[src/hw/rtl/esfc_pkg.sv]
package esfc_pkg;

  // Frame check result codes, in the order the checks are made
  typedef enum logic [2:0] {
    ST_OK           = 3'd0,
    ST_SHORT        = 3'd1,
    ST_PRELUDE_CRC  = 3'd2,
    ST_LENGTH       = 3'd3,
    ST_HEADERS_LONG = 3'd4,
    ST_MESSAGE_CRC  = 3'd5,
    ST_HEADER_PARSE = 3'd6
  } frame_status_t;

  // Configuration register indexes
  typedef enum logic {
    CFG_INT32_TYPE  = 1'b0,
    CFG_STRING_TYPE = 1'b1
  } cfg_index_t;

  // Next-state view of the header walker, as seen by the frame checks
  typedef struct packed {
    logic        error;
    logic        at_record_start;
    logic [31:0] count;
  } hdr_walk_t;

  localparam logic [31:0] CRC_POLY        = 32'hEDB88320;
  localparam logic [7:0]  INT32_TYPE_RST  = 8'd4;
  localparam logic [7:0]  STRING_TYPE_RST = 8'd7;
  localparam int          PRELUDE_CRC_AT  = 8;   // first byte of the prelude CRC
  localparam int          PRELUDE_BYTES   = 12;
  localparam int          FRAME_OVERHEAD  = 16;  // prelude plus message CRC
  localparam int          MSG_CRC_BYTES   = 4;

  // Reflected CRC-32, one byte, with preset and final inversion
  function automatic logic [31:0] crc32_byte(input logic [31:0] crc, input logic [7:0] b);
    logic [31:0] c;
    c = ~crc ^ {24'd0, b};
    for (int k = 0; k < 8; k++) begin
      c = c[0] ? ((c >> 1) ^ CRC_POLY) : (c >> 1);
    end
    return ~c;
  endfunction

endpackage

[src/hw/rtl/esfc_hdr_walk.sv]
module esfc_hdr_walk (
  input  logic                clk,
  input  logic                rst_n,
  input  logic                step,
  input  logic                clear,
  input  logic [7:0]          data_byte,
  input  logic [7:0]          int32_code,
  input  logic [7:0]          string_code,
  output esfc_pkg::hdr_walk_t walk_nxt
);

  typedef enum logic [6:0] {
    PH_NAME_LEN = 7'b0000001,
    PH_NAME     = 7'b0000010,
    PH_TYPE     = 7'b0000100,
    PH_INT      = 7'b0001000,
    PH_STR_HI   = 7'b0010000,
    PH_STR_LO   = 7'b0100000,
    PH_STR      = 7'b1000000
  } phase_t;

  phase_t      phase_r, phase_nxt;
  logic [15:0] left_r, left_nxt;
  logic [31:0] count_r, count_nxt;
  logic        err_r, err_nxt;
  logic [15:0] left_dec;

  assign left_dec = left_r - 16'd1;

  // One record field byte per step; the walk freezes after an error
  always_comb begin
    phase_nxt = phase_r;
    left_nxt  = left_r;
    count_nxt = count_r;
    err_nxt   = err_r;
    if (step && !err_r) begin
      case (phase_r)
        PH_NAME_LEN: begin
          left_nxt  = {8'd0, data_byte};
          phase_nxt = (data_byte != 8'd0) ? PH_NAME : PH_TYPE;
        end
        PH_NAME: begin
          left_nxt = left_dec;
          if (left_dec == 16'd0) phase_nxt = PH_TYPE;
        end
        PH_TYPE: begin
          // integer code wins when both codes are equal
          if (data_byte == int32_code) begin
            left_nxt  = 16'd4;
            phase_nxt = PH_INT;
          end else if (data_byte == string_code) begin
            phase_nxt = PH_STR_HI;
          end else begin
            err_nxt = 1'b1;
          end
        end
        PH_INT, PH_STR: begin
          left_nxt = left_dec;
          if (left_dec == 16'd0) begin
            count_nxt = count_r + 32'd1;
            phase_nxt = PH_NAME_LEN;
          end
        end
        PH_STR_HI: begin
          left_nxt  = {data_byte, 8'd0};
          phase_nxt = PH_STR_LO;
        end
        PH_STR_LO: begin
          left_nxt = {left_r[15:8], data_byte};
          if ({left_r[15:8], data_byte} == 16'd0) begin
            count_nxt = count_r + 32'd1;
            phase_nxt = PH_NAME_LEN;
          end else begin
            phase_nxt = PH_STR;
          end
        end
        default: err_nxt = 1'b1;
      endcase
    end
  end

  assign walk_nxt.error           = err_nxt;
  assign walk_nxt.at_record_start = (phase_nxt == PH_NAME_LEN);
  assign walk_nxt.count           = count_nxt;

  // Walker state; cleared at the end of every frame
  always_ff @(posedge clk) begin
    if (!rst_n || clear) begin
      phase_r <= PH_NAME_LEN;
      left_r  <= 16'd0;
      count_r <= 32'd0;
      err_r   <= 1'b0;
    end else begin
      phase_r <= phase_nxt;
      left_r  <= left_nxt;
      count_r <= count_nxt;
      err_r   <= err_nxt;
    end
  end

endmodule

[config.mk]
export PLATFORM = sky130hd
export DESIGN_NAME = esfc_hdr_walk
export DESIGN_NICKNAME = d
export VERILOG_FILES = /design/src/hw/rtl/esfc_pkg.sv /design/src/hw/rtl/esfc_hdr_walk.sv
export SDC_FILE = /design/constraint.sdc
export NUM_CORES = 1
export LEC_CHECK = 0
export ABC_AREA = 1
export BUFFER_PORTS_ARGS = -buffer_cell sky130_fd_sc_hd__buf_2
export CAP_MARGIN = 10
export CORE_UTILIZATION = 39
export CTS_BUF_LIST = sky130_fd_sc_hd__clkbuf_8
export CTS_CLUSTER_DIAMETER = 80
export CTS_CLUSTER_SIZE = 20
export DETAILED_ROUTE_END_ITERATION = 8
export PLACE_DENSITY = 0.56
export SLEW_MARGIN = 20
export SYNTH_ARGS = -nofsm -noshare
export SYNTH_HDL_FRONTEND = slang
export SYNTH_SLANG_ARGS = --single-unit
[constraint.sdc]
create_clock -name clk -period 4.4 [get_ports clk]
set_input_delay 1.1 -clock clk [delete_from_list [all_inputs] [get_ports clk]]
set_output_delay 1.1 -clock clk [all_outputs]
set_load 0.01 [all_outputs]
==> run_results.csv <==
group,metric,value,unit
global_routing,met2_usage,35.2,%
layout,nNetsFinal,913,
layout,fillers,1287,
yosys,yosysTopAreaCell,"dfxtp_1",
outcome,outcome,"finished with violations",
cts,cts_setup_buffers,0,
yosys,synth.area.top_cells,"dfxtp_1 24%, nand2_1 20%, nor2_1 8.7%",
drt,drtPass1Iterations,7,
yosys,ys.flop_type,"dfxtp_1",
global_routing,grt_pass1_vias,4877,
global_routing,grt_overflow,0,
cts,cts_hold_buf,0,
sta,max_freq,0.242,GHz
yosys,synth_seq_cells,56,
placed_design,dp.cells,1018,
cts,cts_resized,0,
sta,setup-tns-final,0,ns
yosys,async_reset_ff_share,0,%
setup_path,criticalPathCategory,"in2out",
sta,finalSetupViolCount,0,
cts,cts_tree,"yes",
setup_path,crit_fanout,15,
sta,finalCriticalPeriod,4.14,ns
sta,finalHoldViolations,0,
setup_path,r2r_slack,1.79,ns
job,max-cap-violations,0,
yosys,synth_top_area_share,23.7,%
drt,via_per_inst,5.17,
cts,clock-root-buffer,"clkbuf_8",
setup_path,reg2reg_from,"left_r[0]$_SDFFE_PP0P_",
yosys,synth.distinct_cells,35,
sta,holdWs,0.483,ns
global_routing,grt_use_total,23.5,%
drt,vias,5304,
setup_path,r2r-end,"count_r[0]$_SDFF_PP0_",
sta,finalMaxSlewViolations,0,
drt,routedWlPerCell,13.8,µm
layout,multi_input_area,3060,µm²
floorplan,die_y,112,µm
layout,seq_area,1120,µm²
drt,antenna_left,0,
sta,maxSlewHeadroom,50.6,%
setup_path,r2r.worst_path.cells,14,
outcome,violations,"DRC",
placed_design,gp_congestion,0.892,
layout,final_util,45.3,%
cts,clock_path_buffers,2,
global_routing,grt_max_degree,48,
power_and_ir_drop,powerDensity,197,nW/µm²
global_routing,top_usage_layer,"met1",
hold_path,hold_path_end,"err_r$_SDFF_PP0_",
yosys,syn_area,4740,µm²
hold_path,min-delay-start,"err_r$_SDFF_PP0_",
layout,areaGrowthSynthToFinish,11.1,%
drt,drc,2,
global_routing,grt_pass1_wl,23900,µm
global_routing,use_met1,35.3,%
placed_design,hpwl,10900,µm
floorplan,io_pins,62,
sta,tightest_slew,0.738,ns
cts,clk_latency,0.34,ns
layout,antenna_cells,0,
floorplan,die_w,112,µm
sta,skew,0.0137,ns
yosys,synth_cells,827,
yosys,yosys.cell_count.top_type,"nand2_1",
drt,routed_wl,14200,µm
setup_path,cp.required,3.30,ns
global_routing,antenna_found_initial,0,
floorplan,num_rows,39,
setup_path,worstPathArrival,3.04,ns
yosys,seq_area_frac_synth,23.7,%
sta,rsz0062_at_grt,"no",
placed_design,portBuffers,61,
global_routing,grt_use_met3,3.62,%
cts,h-tree-depth,2,
yosys,syn-num-nets,858,
setup_path,cp-start-kind,"input port",
setup_path,crit_path_end_kind,"output port",
power_and_ir_drop,vdd_ir_drop_max,185,µV
cts,clkSinkCount,56,
yosys,syn_area_per_cell,5.73,µm²
layout,drive_above_1_share,13.9,%
drt,drt-initial-drc-count,391,
yosys,synth-edff-count,0,
hold_path,hold_class,"reg2reg",
floorplan,dieArea,12600,µm²
floorplan,coreArea,11600,µm²
power_and_ir_drop,power.leakage,2.48,nW
hold_path,hold_path_depth,2,
layout,finalNonFillerCells,1026,
cts,cts_inserted_buffers,5,
cts,path_clk_slew,0.10,ns
yosys,yosys_warnings,0,
yosys,yosys-top-cells-count,"256 x nand2_1, 110 x nor2_1, 108 x inv_1",
floorplan,initial_utilization,40.8,%
sta,final.period_utilization,94.0,%
## worst max-delay path by stage
stage	cells past startpoint	end	start
floorplan	11	walk_nxt[17]	data_byte[0]
global placement	12	walk_nxt[27]	data_byte[0]
detailed placement	12	walk_nxt[13]	data_byte[0]
CTS	12	walk_nxt[13]	data_byte[0]
global route	12	walk_nxt[27]	data_byte[0]
finish	12	walk_nxt[13]	data_byte[0]
## per-layer routing
metal	routed length, µm	share of wire [%]
met1	7510	53
met2	5770	41
met3	831	5.9
met4	77	0.54
met5	0	0
## power breakdown
part / switching (mW) / internal [mW] / total [mW]
combinational: 0.140 / 0.0697 / 0.209
clock: 0.186 / 0.125 / 0.311
sequential: 0.00526 / 0.512 / 0.517
## kinds of logic after synthesis
group | Yosys count | share of synthesized area (%)
flip-flops | 56 | 23.7
XOR/XNOR | 25 | 4.62
adder cells (fa/ha/maj) | 3 | 0.792
AND/OR/NAND/NOR | 492 | 45.3
AO/OA/AOI/OAI | 113 | 13.9
buffers and inverters | 138 | 11.8
## cells in the final DEF, fill, tap and decap left out, types with 13 or more instances in the layout
master,count
nand2_1,255
nor2_1,110
inv_1,110
buf_2,61
dfxtp_1,56
nand3_1,53
a21oi_1,42
o22ai_1,25
o21ai_0,22
xor2_1,19
nor3_1,15
nand4_1,13
## metrics by stage
stage          total power [mW]  instance area, µm²  worst slack [ns]
2_1_floorplan             0.678                4740             0.816
3_3_place_gp              0.735                5170             0.335
3_5_place_dp              0.735                5170             0.257
4_1_cts                    1.05                5260             0.242
5_1_grt                    1.09                5260            0.0112
6_report                   1.04                5260             0.264
## flip-flops by register name, summed over array words and instances, names as in the netlist
signal	cells
count_r	32
phase_r	7
err_r	1
left_r	16
## worst max-delay path, cell delays in order
cell,delay [ns]
buf_2,0.11
inv_1,0.14
nand4_1,0.14
nor2_1,0.23
nand2_1,0.13
nor2_1,0.14
inv_1,0.27
nand2_1,0.22
buf_4,0.22
o211ai_1,0.13
nand2_1,0.08
buf_2,0.12
## layout make-up
cell class | instances | share of cell area (%)
Tap cell | 143 | 3.40
Timing Repair Buffer | 67 | 6.89
Multi-Input combinational cell | 633 | 58.2
Sequential cell | 56 | 21.3
Inverter | 119 | 8.53
Clock inverter | 2 | 0.143
Clock buffer | 6 | 1.57
Power figures use the tool's default switching activity.
